[src/hdl/afr_pkg.sv]
package afr_pkg;

   localparam int unsigned CHAR_W  = 8;
   localparam int unsigned INDEX_W = 10;
   localparam int unsigned HDR_N   = 8;
   localparam int unsigned HDR_AW  = 3;

   localparam logic [CHAR_W-1:0]  CHAR_START = 8'h3A;
   localparam logic [CHAR_W-1:0]  CHAR_CR    = 8'h0D;
   localparam logic [CHAR_W-1:0]  CHAR_LF    = 8'h0A;
   localparam logic [CHAR_W-1:0]  CHAR_NONE  = 8'hFF;
   localparam logic [CHAR_W-1:0]  CHAR_ALPHA = 8'h41;
   localparam logic [INDEX_W-1:0] MAX_INDEX_RESET = 10'd1000;
   localparam logic [INDEX_W-1:0] MIN_LRC_INDEX   = 10'd4;

   typedef struct packed {
      logic               lrc_ok;
      logic [CHAR_W-1:0]  station_address;
      logic [CHAR_W-1:0]  function_code;
      logic [CHAR_W-1:0]  data_first;
      logic [CHAR_W-1:0]  data_second;
      logic [CHAR_W-1:0]  received_lrc;
      logic [CHAR_W-1:0]  computed_lrc;
      logic [INDEX_W-1:0] frame_index;
   } result_type;

   // letters get +9; no range check on the character
   function automatic logic [4:0] hex_digit(input logic [CHAR_W-1:0] c);
      logic [4:0] d;
      d = {1'b0, c[3:0]};
      if (c >= CHAR_ALPHA) begin
         d = d + 5'd9;
      end
      return d;
   endfunction

   function automatic logic [CHAR_W-1:0] decode_pair(input logic [CHAR_W-1:0] high,
                                                     input logic [CHAR_W-1:0] low);
      logic [4:0] hd;
      logic [4:0] ld;
      hd = hex_digit(high);
      ld = hex_digit(low);
      return {hd[3:0], 4'b0000} | {3'b000, ld};
   endfunction

endpackage

[src/hdl/ascii_frame_receiver_lrc.sv]
// channel  dir  handshake              payload
// req      in   req_valid / req_stall  req_rx_char
// rsp      out  rsp_valid / rsp_stall  rsp_lrc_ok .. rsp_frame_index
// csr      in   csr_write_enable       csr_write_data (max_frame_index)
//
// One character per cycle while req_stall is low. A result appears in the
// cycle after the LF item is taken, from the output register. req_stall is
// high only while that register holds a result and rsp_stall is high.
// Synchronous reset returns to hunting and sets max_frame_index to 1000.
module ascii_frame_receiver_lrc (
   input  logic                         clock,
   input  logic                         reset,
   input  logic                         req_valid,
   output logic                         req_stall,
   input  logic [afr_pkg::CHAR_W-1:0]   req_rx_char,
   output logic                         rsp_valid,
   input  logic                         rsp_stall,
   output logic                         rsp_lrc_ok,
   output logic [afr_pkg::CHAR_W-1:0]   rsp_station_address,
   output logic [afr_pkg::CHAR_W-1:0]   rsp_function_code,
   output logic [afr_pkg::CHAR_W-1:0]   rsp_data_first,
   output logic [afr_pkg::CHAR_W-1:0]   rsp_data_second,
   output logic [afr_pkg::CHAR_W-1:0]   rsp_received_lrc,
   output logic [afr_pkg::CHAR_W-1:0]   rsp_computed_lrc,
   output logic [afr_pkg::INDEX_W-1:0]  rsp_frame_index,
   input  logic                         csr_write_enable,
   input  logic [afr_pkg::INDEX_W-1:0]  csr_write_data
);

   logic [afr_pkg::INDEX_W-1:0] max_index_ff;
   logic                        rsp_valid_ff, rsp_valid_in;
   afr_pkg::result_type         rsp_data_ff;
   afr_pkg::result_type         result;
   logic                        char_take;
   logic                        emit;

   assign req_stall = rsp_valid_ff && rsp_stall;
   assign char_take = req_valid && !req_stall;

   afr_framer u_framer (
      .clock     (clock),
      .reset     (reset),
      .char_take (char_take),
      .rx_char   (req_rx_char),
      .max_index (max_index_ff),
      .emit      (emit),
      .result    (result)
   );

   always_comb begin
      rsp_valid_in = rsp_valid_ff && rsp_stall;
      if (emit) begin
         rsp_valid_in = 1'b1;
      end
   end

   always_ff @(posedge clock) begin
      if (reset) begin
         rsp_valid_ff <= 1'b0;
         max_index_ff <= afr_pkg::MAX_INDEX_RESET;
      end else begin
         rsp_valid_ff <= rsp_valid_in;
         if (csr_write_enable) begin
            max_index_ff <= csr_write_data;
         end
      end
   end

   always_ff @(posedge clock) begin
      if (emit) begin
         rsp_data_ff <= result;
      end
   end

   assign rsp_valid           = rsp_valid_ff;
   assign rsp_lrc_ok          = rsp_data_ff.lrc_ok;
   assign rsp_station_address = rsp_data_ff.station_address;
   assign rsp_function_code   = rsp_data_ff.function_code;
   assign rsp_data_first      = rsp_data_ff.data_first;
   assign rsp_data_second     = rsp_data_ff.data_second;
   assign rsp_received_lrc    = rsp_data_ff.received_lrc;
   assign rsp_computed_lrc    = rsp_data_ff.computed_lrc;
   assign rsp_frame_index     = rsp_data_ff.frame_index;

endmodule

[src/hdl/afr_framer.sv]
module afr_framer (
   input  logic                         clock,
   input  logic                         reset,
   input  logic                         char_take,
   input  logic [afr_pkg::CHAR_W-1:0]   rx_char,
   input  logic [afr_pkg::INDEX_W-1:0]  max_index,
   output logic                         emit,
   output afr_pkg::result_type          result
);

   logic                        in_frame_ff, in_frame_in;
   logic [afr_pkg::INDEX_W-1:0] idx_ff, idx_in;
   logic [afr_pkg::CHAR_W-1:0]  sum_ff, sum_in;
   logic [afr_pkg::CHAR_W-1:0]  recent_ff [3];
   logic [afr_pkg::CHAR_W-1:0]  recent_in [3];
   logic [afr_pkg::CHAR_W-1:0]  hdr_ff [afr_pkg::HDR_N];
   logic [afr_pkg::CHAR_W-1:0]  hdr_in [afr_pkg::HDR_N];
   logic [afr_pkg::CHAR_W-1:0]  hdr_eff [afr_pkg::HDR_N];

   logic                        real_char;
   logic                        step;
   logic [afr_pkg::INDEX_W:0]   next_wide;
   logic [afr_pkg::INDEX_W-1:0] next_idx;
   logic                        overflow;
   logic                        frame_end;
   logic                        hdr_wr;
   logic [afr_pkg::INDEX_W-1:0] wr_pos;
   logic [afr_pkg::HDR_AW-1:0]  wr_idx;
   logic [afr_pkg::CHAR_W-1:0]  body_sum;
   logic [afr_pkg::CHAR_W-1:0]  calc_lrc;
   logic [afr_pkg::CHAR_W-1:0]  rx_lrc;
   logic                        long_enough;

   assign real_char = char_take && (rx_char != afr_pkg::CHAR_NONE);
   assign step      = real_char && in_frame_ff;
   assign next_wide = {1'b0, idx_ff} + 11'd1;
   assign next_idx  = next_wide[afr_pkg::INDEX_W-1:0];
   assign overflow  = next_wide > {1'b0, max_index};
   assign frame_end = (rx_char == afr_pkg::CHAR_LF) && (recent_ff[0] == afr_pkg::CHAR_CR);
   assign emit      = step && !overflow && frame_end;

   // header slot for indices 1..8
   assign wr_pos = next_idx - 10'd1;
   assign wr_idx = wr_pos[afr_pkg::HDR_AW-1:0];
   assign hdr_wr = step && !overflow && (next_idx inside {[10'd1:10'd8]});

   always_comb begin
      for (int k = 0; k < afr_pkg::HDR_N; k++) begin
         hdr_eff[k] = (hdr_wr && (wr_idx == afr_pkg::HDR_AW'(k))) ? rx_char : hdr_ff[k];
      end
   end

   // sum of characters 1 .. n-4
   assign body_sum    = sum_ff - recent_ff[0] - recent_ff[1] - recent_ff[2];
   assign calc_lrc    = 8'd0 - body_sum;
   assign rx_lrc      = afr_pkg::decode_pair(recent_ff[2], recent_ff[1]);
   assign long_enough = next_idx >= afr_pkg::MIN_LRC_INDEX;

   always_comb begin
      result.lrc_ok          = long_enough && (rx_lrc == calc_lrc);
      result.station_address = afr_pkg::decode_pair(hdr_eff[0], hdr_eff[1]);
      result.function_code   = afr_pkg::decode_pair(hdr_eff[2], hdr_eff[3]);
      result.data_first      = afr_pkg::decode_pair(hdr_eff[4], hdr_eff[5]);
      result.data_second     = afr_pkg::decode_pair(hdr_eff[6], hdr_eff[7]);
      result.received_lrc    = long_enough ? rx_lrc : 8'd0;
      result.computed_lrc    = long_enough ? calc_lrc : 8'd0;
      result.frame_index     = next_idx;
   end

   always_comb begin
      in_frame_in = in_frame_ff;
      idx_in      = idx_ff;
      sum_in      = sum_ff;
      recent_in   = recent_ff;
      hdr_in      = hdr_eff;
      if (real_char && !in_frame_ff) begin
         if (rx_char == afr_pkg::CHAR_START) begin
            in_frame_in = 1'b1;
            idx_in      = '0;
            sum_in      = '0;
            for (int k = 0; k < 3; k++) begin
               recent_in[k] = '0;
            end
            for (int k = 0; k < afr_pkg::HDR_N; k++) begin
               hdr_in[k] = '0;
            end
         end
      end else if (step) begin
         if (overflow) begin
            in_frame_in = 1'b0;
            idx_in      = '0;
         end else begin
            idx_in = next_idx;
            if (frame_end) begin
               in_frame_in = 1'b0;
            end else begin
               sum_in       = sum_ff + rx_char;
               recent_in[2] = recent_ff[1];
               recent_in[1] = recent_ff[0];
               recent_in[0] = rx_char;
            end
         end
      end
   end

   always_ff @(posedge clock) begin
      if (reset) begin
         in_frame_ff <= 1'b0;
         idx_ff      <= '0;
      end else begin
         in_frame_ff <= in_frame_in;
         idx_ff      <= idx_in;
      end
   end

   always_ff @(posedge clock) begin
      sum_ff    <= sum_in;
      recent_ff <= recent_in;
      hdr_ff    <= hdr_in;
   end

endmodule
[config.mk]
export PLATFORM = sky130hd
export DESIGN_NAME = ascii_frame_receiver_lrc
export DESIGN_NICKNAME = d
export VERILOG_FILES = /design/src/hdl/afr_pkg.sv /design/src/hdl/ascii_frame_receiver_lrc.sv /design/src/hdl/afr_framer.sv
export SDC_FILE = /design/constraint.sdc
export NUM_CORES = 1
export LEC_CHECK = 0
export ABC_AREA = 1
export BUFFER_PORTS_ARGS = -buffer_cell sky130_fd_sc_hd__buf_4
export CORE_MARGIN = 5
export CORE_UTILIZATION = 50
export CTS_BUF_LIST = sky130_fd_sc_hd__clkbuf_4 sky130_fd_sc_hd__clkbuf_8
export DETAILED_ROUTE_END_ITERATION = 8
export PLACE_DENSITY = 0.77
export SLEW_MARGIN = 0
export SYNTH_ARGS = -nofsm -noshare
export SYNTH_HDL_FRONTEND = slang
export SYNTH_SLANG_ARGS = --single-unit
[constraint.sdc]
create_clock -name clock -period 8.4 [get_ports clock]
set_input_delay 0.84 -clock clock [delete_from_list [all_inputs] [get_ports clock]]
set_output_delay 0.84 -clock clock [all_outputs]
set_load 0.02 [all_outputs]
[Word-level counts from Yosys, hierarchy flattened]
Index checks and enable logic that the tools add are counted.
Widths: inputs -> output; s select.
Storage, ports and cells
  bits in registers: 177
  bits of input ports: 23
  output and inout bits: 61
  word-level logic and storage cells: 143
Cells by class
  add/subtract/negate cells: 17
  order comparisons: 14
  equality and inequality tests: 15
  mux-type cells: 40
  bitwise logic cells: 5
  reduce and logical (&&, ||, !) cells: 28
Operators with widths (count)
  $mux 64: 2
  $mux 24: 5
  $mux 8: 13
  $ge 8x7->1 const B: 10
  $mux 10: 4
  $or 8x5->8: 5
  $add 4x4->5 const B: 5
  $mux 5: 5
  $sub 8x8->8: 3
  $add 4x4->4 const B: 5
  $mux 4: 5
  $logic_and 1x1->1: 19
  $eq 8x4->1 const B: 2
  $eq 3x3->1 const B: 4
  $add 10x1->11 const B: 1
  $gt 11x10->1: 1
  $ge 10x1->1 const B: 1
  $ge 10x3->1 const B: 1
  $le 10x4->1 const B: 1
  $add 8x8->8: 1
  $eq 8x6->1 const B: 1
  $eq 8x8->1: 1
  $ne 8x8->1 const B: 1
  $sub 1x8->8 const A: 1
  other kinds (12): 22

[Logic depth before layout (Yosys ltp)]
Gate-level depths: netlist of run 1.
  word-level depth: 12
  depth in mapped cells: 31

[By module]
Synthesis of run 1 repeated with hierarchy kept, for this count alone.
Unflattened totals
  cells, all modules: 1183
  area total of the unflattened synthesis: 9670.5 um2
By module, submodules not included
  afr_framer: times used 1, cells an instance 1066, area each 7485.9 um2, seq. area each 2462.4 um2
  ascii_frame_receiver_lrc: times used 1, cells an instance 117, area each 2184.6 um2, seq. area each 1991.9 um2

[Worst setup path before layout of run 1]
No wires, ideal clock.
  path kind: reg-to-reg
  start: reg u_framer.idx_ff[0] (netlist name)
  end: reg rsp_data_ff (netlist bit rsp_computed_lrc[0]) (enable)
  setup time: 478 ps
  arrival time: 4997 ps
  required time: 7922 ps
  path slack: 2926 ps
  cell stages (with the launch flop): 20
  path buffers: 1
  period minus slack after synthesis: 5474 ps
  cells stage by stage: dfxtp_1 > ha_1 > nand2_1 > inv_1 > nor2_1 > ha_1 > nand2_1 > nand2_1 > a21oi_1 > o21ai_0 > nand2_1 > nand2_1 > nand2_1 > nand2_1 > nand2_1 > nand2_1 > a21oi_2 > clkbuf_1 > inv_1 > nor2_1
RTL lines
  from (decl): line afr_framer.sv:12  | logic [afr_pkg::INDEX_W-1:0] idx_ff, idx_in;
  from (signal assigned): line afr_framer.sv:112  | idx_ff <= idx_in;
  to (signal assigned): line ascii_frame_receiver_lrc.sv:71  | rsp_data_ff <= result;
  to (decl): line ascii_frame_receiver_lrc.sv:32  | afr_pkg::result_type rsp_data_ff;

==> flow_metrics.env, run 1 <==
export IMPL_outcome="completed"
export IMPL_slew_limit_headroom_pct=17.7
export IMPL_ys_flop_type="edfxtp_1"
export IMPL_hold_path_class="reg2reg"
export IMPL_rows=50
export IMPL_num_vias=7292
export IMPL_max_cap_viol_count=0
export IMPL_io_buffer_count=83
export IMPL_fin_nets=1308
export IMPL_globalplace_congestion=0.797
export IMPL_setup_viol=0
export IMPL_end_kind="register"
export IMPL_fp_dieW_um=148
export IMPL_cts_tree="built"
export IMPL_post_cts_buffers=0
export IMPL_synth_edff_count=91
export IMPL_antennaDiodeCount=0
export IMPL_critical_path_class="reg2reg"
export IMPL_htreeDepth=4
export IMPL_worstPathRequired_ps=8530
export IMPL_synthArstFlopShare_pct=0
export IMPL_min_period_ps=4570
export IMPL_cts_buffers=17
export IMPL_fill_cells=1637
export IMPL_ys_seq_elements=177
export IMPL_dp_worst_setup_slack_ps=3830
export IMPL_grt_first_pass_wirelength_mm=31.8
export IMPL_yosys_area_top_type="edfxtp_1"
export IMPL_clock_skew_ps=9.69
export IMPL_layout_drive_gt1_share_pct=13.0
export IMPL_drc=0
export IMPL_wirelength_mm=19.6
export IMPL_syn_area_um2=9590
export IMPL_reg2reg_slack_ps=3830
export IMPL_firstDrtPassIters=5
export IMPL_r2r_cells=19
export IMPL_powerDensity_nw_per_um2=151
export IMPL_insertion_delay_ps=470
export IMPL_antenna_found_initial=0
export IMPL_min_to="max_index_ff[1]"
export IMPL_cts_clk_slew_worst_paths_ps=90
export IMPL_dieHeight_um=148
export IMPL_top_layer="met4"
export IMPL_vias_per_cell=4.99
export IMPL_synth_area_top_cells="edfxtp_1 (28%), dfxtp_1 (18%), nand2_1 (9.3%)"
export IMPL_hold_viol_final=0
export IMPL_crit_arrival_ps=4700
export IMPL_met2_length_mm=9.33
export IMPL_setup_tns_ps=0
export IMPL_grt_max_degree=65
export IMPL_wl_met3_um=992
export IMPL_drt_iter0_drc=610
export IMPL_syn_avg_cell_area_um2=8.44
export IMPL_hpwl_mm=14.3
export IMPL_cellLeakagePower_uw=0.00520
export IMPL_cts_sinks=177
export IMPL_synth_nets=1230
export IMPL_initial_utilization_pct=51.1
export IMPL_overflow=0
export IMPL_startpoint_type="register"
export IMPL_syn2layout_area_growth_pct=12.9
export IMPL_r2r_start="u_framer.idx_ff[0]"
export IMPL_ys_types=44
export IMPL_fmax_ghz=0.219
export IMPL_die_area_um2=22100
export IMPL_cts_resized=0
export IMPL_cts_hold_buf=0
export IMPL_hp_start="max_index_ff[1]"
export IMPL_synth_most_common_cell="nand2_1"
export IMPL_cts_root_buffer="clkbuf_8"
export IMPL_peakVddDrop_mv=0.104
export IMPL_synth_warnings=0
export IMPL_core_um2=18800
export IMPL_ioPinCount=84
export IMPL_synth_seq_area_share_pct=46.4
export IMPL_netlist_top_cells_count="nand2_1 (237), inv_1 (200), nor2_1 (130)"
export IMPL_netlist_area_leader_share_pct=28.5
export IMPL_clock_path_buffers=2
export IMPL_wl_per_cell_um=13.4
export IMPL_track_usage_pct=18.0
export IMPL_netlist_instances=1136
export IMPL_rsz0062_at_grt="no"
export IMPL_min_path_cells=2
export IMPL_report_final_slew_viol_count=0
export IMPL_r2r_end="rsp_computed_lrc[5]"
export IMPL_worstMarginPinSlew_ps=1220
export IMPL_cp_max_fo=33
export IMPL_m1WireLength_mm=8.87
export IMPL_fin_ws_ps=3830
export IMPL_period_share_pct=54.5
export IMPL_grt_pass1_vias=6614
export IMPL_ant_nets=0
==> per-stage QoR <==
step | utilization, % | hold WS [ps] | area [µm²] | cells | total power (µW)
after CTS | 57.7 | 476 | 10800 | 1461 | 1640
after floorplan | - | 439 | 9590 | 1136 | 1000
after detailed placement | 55.5 | 459 | 10400 | 1429 | 1030
after global placement | 55.5 | 451 | 10400 | 1429 | 1030
after global routing | 57.7 | 499 | 10800 | 1461 | 1700
final | 57.7 | 475 | 10800 | 1461 | 1630
==> worst max-delay path, cell delays in order, from the launching register on <==
cell and delay [ps]:
dfxtp_1 380, ha_1 260, nand2_1 160, inv_1 70, nor2_1 250, ha_1 300, nand2_1 60, nand2_1 50
a21oi_1 130, o21ai_0 100, nand2_1 60, nand2_1 50, nand2_1 60, nand2_1 40, nand2_1 50, nand2_1 120
a21oi_2 660, inv_1 200, nor2_4 680, buf_4 520
==> cells in the final DEF, fill, tap and decap left out, types with 3 or more instances in the layout <==
cell type,n
o21ai_1,35
nor3_1,6
clkbuf_8,18
o21ai_2,8
nor4_1,4
o21ai_0,53
inv_2,3
nor2_4,4
o21bai_1,3
nor2_1,128
xor2_1,27
a21oi_1,43
bufinv_16,3
nand4_4,5
edfxtp_1,91
nand3b_1,3
ha_1,56
inv_1,200
nand2_1,237
fa_1,15
o21a_1,4
nand3_1,42
nand2_2,10
buf_4,85
dfxtp_1,86
nand4_1,13
xnor2_1,13
==> layer usage <==
layer | vias to the layer above | global-route usage (%)
met1 | 3328 | 23.8
met5 | - | 0
met3 | 31 | 3.72
met2 | 177 | 29.6
met4 | 0 | 6.42
li1 | 3756 | -
==> sequential cells by signal, summed over array words and instances (netlist names) <==
name / count
max_index_ff: 10
u_framer.sum_ff: 8
rsp_function_code: 8
rsp_valid: 1
rsp_station_address: 8
u_framer.hdr_ff: 64
rsp_received_lrc: 8
rsp_frame_index: 10
rsp_lrc_ok: 1
rsp_computed_lrc: 8
rsp_data_first: 8
rsp_data_second: 8
u_framer.recent_ff: 24
u_framer.in_frame_ff: 1
u_framer.idx_ff: 10
==> worst max path at each step <==
stage	endpoint	cells after the start	slack (ps)	from
finish	rsp_computed_lrc[5]	19	3830	u_framer.idx_ff[0]
global route	rsp_computed_lrc[4]	19	3330	u_framer.idx_ff[0]
CTS	rsp_computed_lrc[5]	19	3780	u_framer.idx_ff[0]
detailed placement	rsp_computed_lrc[6]	19	3830	u_framer.idx_ff[0]
global placement	rsp_received_lrc[6]	19	3990	u_framer.idx_ff[0]
floorplan	rsp_computed_lrc[0]	19	2930	u_framer.idx_ff[0]
==> area by class of cell <==
type	count	area [µm²]	area share, %
Sequential cell	177	4450	41.1
Multi-Input combinational cell	729	4260	39.3
Clock inverter	12	155	1.43
Timing Repair Buffer	85	638	5.89
Tap cell	234	293	2.70
Clock buffer	20	263	2.43
Inverter	204	766	7.07
==> report_power, final <==
group          internal, µW  switching (µW)  leakage (µW)
Combinational          33.5            61.5       0.00342
Sequential              915            3.20       0.00157
Clock                   310             310      0.000215
Total                  1260             375       0.00520
==> kinds of logic (layout without fill, tap and decap cells) <==
| group | after synthesis | count (layout) | share of synthesized area, % |
|---|---|---|---|
| AO/OA/AOI/OAI | 151 | 151 | 8.53 |
| XOR/XNOR | 40 | 40 | 3.65 |
| adder cells (fa/ha/maj) | 71 | 71 | 10.4 |
| buffers and inverters | 230 | 321 | 9.34 |
| flip-flops | 177 | 177 | 46.4 |
| AND/OR/NAND/NOR | 467 | 467 | 21.6 |
No activity file was read; power rests on OpenSTA's default activity.
==> inputs of run 2 (changes only) <==
ABC_AREA = 0   (was 1)
PLACE_DENSITY = 0.79   (was 0.77)
clock period = 4.1 ns   (was 8.4 ns; I/O delays follow)
==> flow_metrics.env, run 2 <==
export IMPL_largest_register_ffs=64
export IMPL_r2r_start="u_framer.idx_ff[0]"
export IMPL_layout_drive_gt1_share_pct=36.5
export IMPL_ys_flop_type="edfxtp_1"
export IMPL_grt_first_pass_wirelength_mm=40.0
export IMPL_globalplace_congestion=0.916
export IMPL_fp_dieW_um=150
export IMPL_violations="negative setup slack"
export IMPL_setup_worst_path_start="u_framer.idx_ff[0]"
export IMPL_end_kind="register"
export IMPL_cts_sinks=177
export IMPL_startpoint_type="register"
export IMPL_slew_limit_headroom_pct=35.0
export IMPL_wl_per_cell_um=17.5
export IMPL_period_share_pct=110
export IMPL_insertion_delay_ps=480
export IMPL_cts_buffers=17
export IMPL_outcome="complete, but fails checks"
export IMPL_synth_area_top_cells="edfxtp_1 (28%), dfxtp_1 (18%), ha_1 (7.1%)"
export IMPL_synth_seq_area_share_pct=45.4
export IMPL_netlist_top_cells_count="nor2_1 (118), edfxtp_1 (91), dfxtp_1 (86)"
export IMPL_min_period_ps=4510
export IMPL_cts_clk_slew_worst_paths_ps=100
export IMPL_firstDrtPassIters=5
export IMPL_clock_skew_ps=17.5
export IMPL_reg_largest_list="u_framer.hdr_ff (64), u_framer.recent_ff (24)"
export IMPL_drc=0
export IMPL_report_final_slew_viol_count=0
export IMPL_drt_iter0_drc=430
export IMPL_peakVddDrop_mv=0.207
export IMPL_vias_per_cell=5.40
export IMPL_syn_avg_cell_area_um2=10.4
export IMPL_regMostFlops="u_framer.hdr_ff"
export IMPL_fin_nets=1285
export IMPL_synth_edff_count=91
export IMPL_fin_ws_ps=-411
export IMPL_grt_pass1_vias=8064
export IMPL_ant_nets=0
export IMPL_ys_seq_elements=177
export IMPL_overflow=0
export IMPL_fmax_ghz=0.222
export IMPL_finalPower_uw=3500
export IMPL_io_buffer_count=83
export IMPL_cts_root_buffer="clkbuf_8"
export IMPL_placed_cell_area_um2=11500
export IMPL_syn_area_um2=9800
export IMPL_setup_viol=33
export IMPL_synth_most_common_cell="nor2_1"
export IMPL_cp_max_fo=5
export IMPL_antennaDiodeCount=0
export IMPL_final_core_util_pct=67.0
export IMPL_rows=51
export IMPL_synthArstFlopShare_pct=0
export IMPL_yosys_area_top_type="edfxtp_1"
export IMPL_dieHeight_um=150
export IMPL_initial_utilization_pct=50.5
export IMPL_ys_types=76
export IMPL_cellLeakagePower_uw=0.00595
export IMPL_synth_nets=1034
export IMPL_clock_path_buffers=2
export IMPL_htreeDepth=4
export IMPL_final_common_cell="buf_4"
export IMPL_die_area_um2=22500
export IMPL_final_cell_mix="buf_4 (261), nor2_1 (114), edfxtp_1 (91)"
export IMPL_max_cap_viol_count=0
export IMPL_synth_warnings=0
export IMPL_num_vias=7933
export IMPL_hold_path_class="in2reg"
export IMPL_hp_start="csr_write_data[8]"
export IMPL_setup_tns_ps=-9910
export IMPL_crit_arrival_ps=4750
export IMPL_hold_viol_final=0
export IMPL_rsz0062_at_grt="yes"
export IMPL_track_usage_pct=22.3
export IMPL_powerDensity_nw_per_um2=269
export IMPL_antenna_found_initial=0
export IMPL_grt_max_degree=36
export IMPL_hpwl_mm=16.4
export IMPL_cts_hold_buf=0
export IMPL_worstMarginPinSlew_ps=964
export IMPL_critical_path_class="reg2reg"
export IMPL_cts_tree="built"
export IMPL_final_area_um2=13000
export IMPL_netlist_area_leader_share_pct=27.9
export IMPL_syn2layout_area_growth_pct=32.6
export IMPL_netlist_instances=940
export IMPL_wirelength_mm=25.8
export IMPL_core_um2=19400
export IMPL_worstPathRequired_ps=4340
export IMPL_ioPinCount=84
==> run 2: power breakdown <==
part	internal, µW	total, µW	switching (µW)
combinational	122	271	149
clock	684	1350	668
sequential	1860	1870	13.8
total	2670	3500	831
==> run 2: timing repair <==
| item | 4_1_cts | 5_1_grt |
|---|---|---|
| setup buffers | 55 | 17 |
| endpoints found under the setup margin | 32 | 33 |
| hold endpoints to repair | 0 | 0 |
| gates resized for setup | 79 | 36 |
| pin swaps | 28 | 29 |
==> run 2: layer usage <==
metal  vias to the layer above  routed length, µm  GRT usage [%]
li1                       3761                  -              -
met1                      3849              10600           26.7
met2                       247              13300           40.7
met3                        76               1120           3.36
met4                         0                780           7.87
met5                         -                  0              0
==> run 2: layout make-up <==
type,instances,area (µm²)
clock inverters,10,145
well taps,265,332
flip-flops and latches,177,4470
clock buffers,22,297
multi-input cells,649,5380
repair buffers,273,2100
fillers,1423,6400
inverters,73,274
==> run 2: kinds of logic (layout without fill, tap and decap cells) <==
logic type,count (synthesis),after routing,share of synthesized area (%)
DFF,177,177,45.4
xor gates and xnor gates,60,60,5.71
buffers and inverters,114,378,5.04
AOI/OAI and AO/OA,148,148,11.2
muxes,70,70,7.79
adders and majority gates,71,71,10.2
and+or+nand+nor,300,300,14.6
==> run 2: path summary, 6_finish.rpt <==
| kind | end | slack [ps] | cells after the start |
|---|---|---|---|
| max | rsp_function_code[1] | -410 | 19 |
| min | max_index_ff[8] | 150 | 3 |
| max reg2reg | rsp_function_code[1] | -410 | 19 |
| min reg2reg | u_framer.hdr_ff[4] | 470 | 2 |
==> run 2: critical path: stages, from the launching register on <==
cell and delay, ps:
dfxtp_4 390, and4_4 250, nand4_1 110, xor2_1 210
inv_1 110, ha_4 270, nand4b_1 120, nor4_2 60
a211oi_2 300, and4b_2 300, o21a_4 250, o2111ai_4 280
mux2i_2 330, inv_1 100, ha_2 200, nor2b_4 120
nand2_1 60, a21o_1 220, mux2_4 300, mux2_4 300
==> run 2: through the flow <==
| step | hold WS, ps | worst slack [ps] | cells |
|---|---|---|---|
| 2_1_floorplan | 432 | -298 | 940 |
| 6_report | 153 | -411 | 1469 |
| 3_3_place_gp | 442 | -315 | 1366 |
| 3_5_place_dp | 450 | -461 | 1366 |
| 4_1_cts | 139 | -226 | 1453 |
| 5_1_grt | 145 | -513 | 1469 |
==> inputs of run 3 (changes only) <==
SYNTH_HIERARCHICAL = 1   (was not set)
==> flow_metrics.env, run 3 <==
export IMPL_r2r_end="rsp_data_second[3]"
export IMPL_insertion_delay_ps=470
export IMPL_synth_compound_area_share_pct=8.45
export IMPL_synth_seq_area_share_pct=45.9
export IMPL_die_area_um2=22300
export IMPL_synthXorXnorAreaFrac_pct=5.97
export IMPL_synthArstFlopShare_pct=0
export IMPL_cts_clk_slew_worst_paths_ps=100
export IMPL_min_path_cells=2
export IMPL_synth_most_common_cell="nor2_1"
export IMPL_largest_register_ffs=64
export IMPL_vias_per_cell=5.24
export IMPL_hold_path_class="in2reg"
export IMPL_io_buffer_count=83
export IMPL_htreeDepth=4
export IMPL_cts_hold_buf=0
export IMPL_drt_iter0_drc=471
export IMPL_rsz0062_at_grt="yes"
export IMPL_wirelength_mm=23.1
export IMPL_rows=51
export IMPL_cts_tree="built"
export IMPL_syn_area_um2=9700
export IMPL_synth_nets=1004
export IMPL_max_stage_delay_ps=580
export IMPL_placed_cell_area_um2=11400
export IMPL_crit_chain="buf_4 -> inv_1 -> ha_1 -> buf_4 -> nor4bb_1 -> a221oi_1 -> o2bb2ai_1 -> or4b_1 -> nor2_2 -> o2111a_1 -> buf_6 -> mux2_4 -> inv_6 -> ha_4 -> nor2b_4 -> nand2_2 -> a21oi_2 -> a31o_2 -> and2_4 -> buf_6 -> o31a_1"
export IMPL_end_kind="register"
export IMPL_netlist_top_cells_count="nor2_1 (130), edfxtp_1 (91), dfxtp_1 (86)"
export IMPL_layout_drive_gt1_share_pct=35.0
export IMPL_fin_nets=1220
export IMPL_core_um2=19300
export IMPL_final_common_cell="buf_4"
export IMPL_grt_first_pass_wirelength_mm=36.9
export IMPL_min_to="max_index_ff[5]"
export IMPL_cts_sinks=177
export IMPL_clock_path_buffers=2
export IMPL_antenna_found_initial=0
export IMPL_initial_utilization_pct=50.3
export IMPL_synth_edff_count=91
export IMPL_peakVddDrop_mv=0.189
export IMPL_setup_viol=24
export IMPL_firstDrtPassIters=5
export IMPL_clock_skew_ps=12.5
export IMPL_multi_input_area_um2=5220
export IMPL_worst_path_max_delay_cell="or4b_1"
export IMPL_final_area_um2=12500
export IMPL_cp_top_family="simple AND/OR/NAND/NOR gates"
export IMPL_synth_top_family_by_area="simple AND/OR/NAND/NOR gates"
export IMPL_netlist_instances=910
export IMPL_ys_flop_type="edfxtp_1"
export IMPL_violations="negative setup slack"
export IMPL_r2r_start="u_framer/idx_ff[1]"
export IMPL_cp_buffers_inverters=6
export IMPL_hpwl_mm=15.5
export IMPL_ant_nets=0
export IMPL_wl_per_cell_um=16.5
export IMPL_outcome="complete, but fails checks"
export IMPL_syn2layout_area_growth_pct=29.1
export IMPL_final_cell_mix="buf_4 (229), nor2_1 (126), edfxtp_1 (91)"
export IMPL_ioPinCount=84
export IMPL_cp_max_fo=8
export IMPL_pwr_share_clk_pct=36.6
export IMPL_min_period_ps=4260
export IMPL_max_cap_viol_count=0
export IMPL_reg2reg_slack_ps=-160
export IMPL_swShare_pct=24.6
export IMPL_dieHeight_um=149
export IMPL_switching_power_uw=796
export IMPL_crit_arrival_ps=4480
export IMPL_cellLeakagePower_uw=0.00558
export IMPL_yosys_area_share_adder_pct=10.4
export IMPL_period_share_pct=104
export IMPL_grt_max_degree=66
export IMPL_fp_dieW_um=149
export IMPL_worstMarginPinSlew_ps=951
export IMPL_synthMuxAreaShare_pct=10.1
export IMPL_fmax_ghz=0.235
export IMPL_dp_cells=1331
export IMPL_critical_path_class="reg2reg"
export IMPL_num_vias=7360
export IMPL_ys_types=65
export IMPL_powerDensity_nw_per_um2=258
export IMPL_regMostFlops="u_framer/hdr_ff"
export IMPL_synthSimpleGateAreaFrac_pct=13.7
export IMPL_cts_buffers=17
export IMPL_globalplace_congestion=0.875
export IMPL_antennaDiodeCount=0
export IMPL_drc=0
export IMPL_hold_viol_final=0
export IMPL_startpoint_type="register"
export IMPL_fin_ws_ps=-158
export IMPL_grt_pass1_vias=7497
export IMPL_slew_limit_headroom_pct=36.3
export IMPL_fin_cells=1404
export IMPL_power_frac_comb_pct=5.7
export IMPL_worstPathRequired_ps=4320
export IMPL_p_seq_share_pct=57.7
export IMPL_reg_largest_list="u_framer/hdr_ff (64), u_framer/recent_ff (24)"
export IMPL_ys_seq_elements=177
export IMPL_intPower_uw=2430
export IMPL_report_final_slew_viol_count=0
export IMPL_synth_warnings=6
export IMPL_cts_root_buffer="clkbuf_8"
export IMPL_netlist_area_leader_share_pct=28.2
export IMPL_overflow=0
export IMPL_syn_avg_cell_area_um2=10.7
export IMPL_r2r_cells=21
export IMPL_yosys_area_top_type="edfxtp_1"
export IMPL_seq_area_um2=4460
export IMPL_fill_cells=1480
export IMPL_track_usage_pct=20.8
export IMPL_hp_start="csr_write_data[5]"
export IMPL_synth_area_top_cells="edfxtp_1 (28%), dfxtp_1 (18%), ha_1 (7.2%)"
## run 3: cell count changes in the layout (fill, tap and decap cells not counted), sizes merged, moves of 7 or more
| cell | before | now |
|---|---|---|
| a21oi | 52 | 44 |
| buf | 273 | 240 |
| mux2i | 57 | 74 |
| nand2 | 65 | 41 |
| nand3 | 17 | 10 |
| nor2 | 120 | 132 |
| nor2b | 37 | 45 |
| o211ai | 7 | 0 |
| o21a | 7 | 0 |
## run 3: repair_timing
action	CTS	global route
endpoints found under the setup margin	32	32
buffers inserted	23	19
resized for setup	50	50
pin swaps	28	35
endpoints found under the hold margin	0	0
## run 3: power groups by stage
stage	registers [µW]	clock network, µW	logic, µW
detailed placement	1900	0	165
finish	1860	1180	184
floorplan	1900	0	101
global route	1860	1280	199
CTS	1860	1200	175
global placement	1900	0	160
## run 3: final cells by class
class | instances | area share, %
flip-flops and latches | 177 | 35.6
clock buffers | 17 | 1.87
multi-input cells | 617 | 41.7
clock inverters | 15 | 1.22
repair buffers | 240 | 14.7
well taps | 265 | 2.65
inverters | 73 | 2.29
## run 3: logic make-up (layout without fill, tap and decap cells)
logic type | after synthesis | after routing
fa+ha+maj | 72 | 72
xor+xnor | 64 | 64
simple gates | 277 | 277
flops | 177 | 177
buf+inv | 116 | 345
compound gates | 117 | 117
mux | 87 | 87
## run 3: routing by layer
layer / GRT usage (%) / vias up / routed length (µm)
li1: - / 3561 / -
met1: 24.8 / 3570 / 9690
met2: 37.4 / 187 / 12000
met3: 3.22 / 42 / 831
met4: 8.15 / 0 / 671
met5: 0 / - / 0
## run 3: worst reg2reg max path: cells and delay by family (launching register included)
kind	cells	cell delay [ps]
and+or+nand+nor	6	1190
adders and majority gates	2	320
AOI/OAI and AO/OA	6	1120
muxes	1	340
DFF	1	340
buffers and inverters	6	710
## run 3: how the worst max path moves through the flow
stage,from,to,slack (ps),cells past startpoint
after floorplan,u_framer/idx_ff[2],rsp_data_first[3],-110,22
after global placement,u_framer/idx_ff[0],rsp_data_second[1],-240,18
after detailed placement,u_framer/idx_ff[0],rsp_station_address[4],-310,20
after CTS,u_framer/idx_ff[1],rsp_data_first[3],-150,21
after global routing,u_framer/idx_ff[0],rsp_data_first[3],-380,22
final,u_framer/idx_ff[1],rsp_data_second[3],-160,21
## run 3: per-stage QoR
step | utilization, % | hold slack (ps) | setup TNS (ps) | power (µW) | setup slack (ps)
2_1_floorplan | - | 460 | -993 | 2000 | -106
3_3_place_gp | 59.1 | 474 | -2250 | 2060 | -235
3_5_place_dp | 59.1 | 487 | -5710 | 2070 | -308
4_1_cts | 63.2 | 123 | -2340 | 3240 | -149
5_1_grt | 65.0 | 131 | -7970 | 3340 | -382
6_report | 65.0 | 155 | -1970 | 3230 | -158
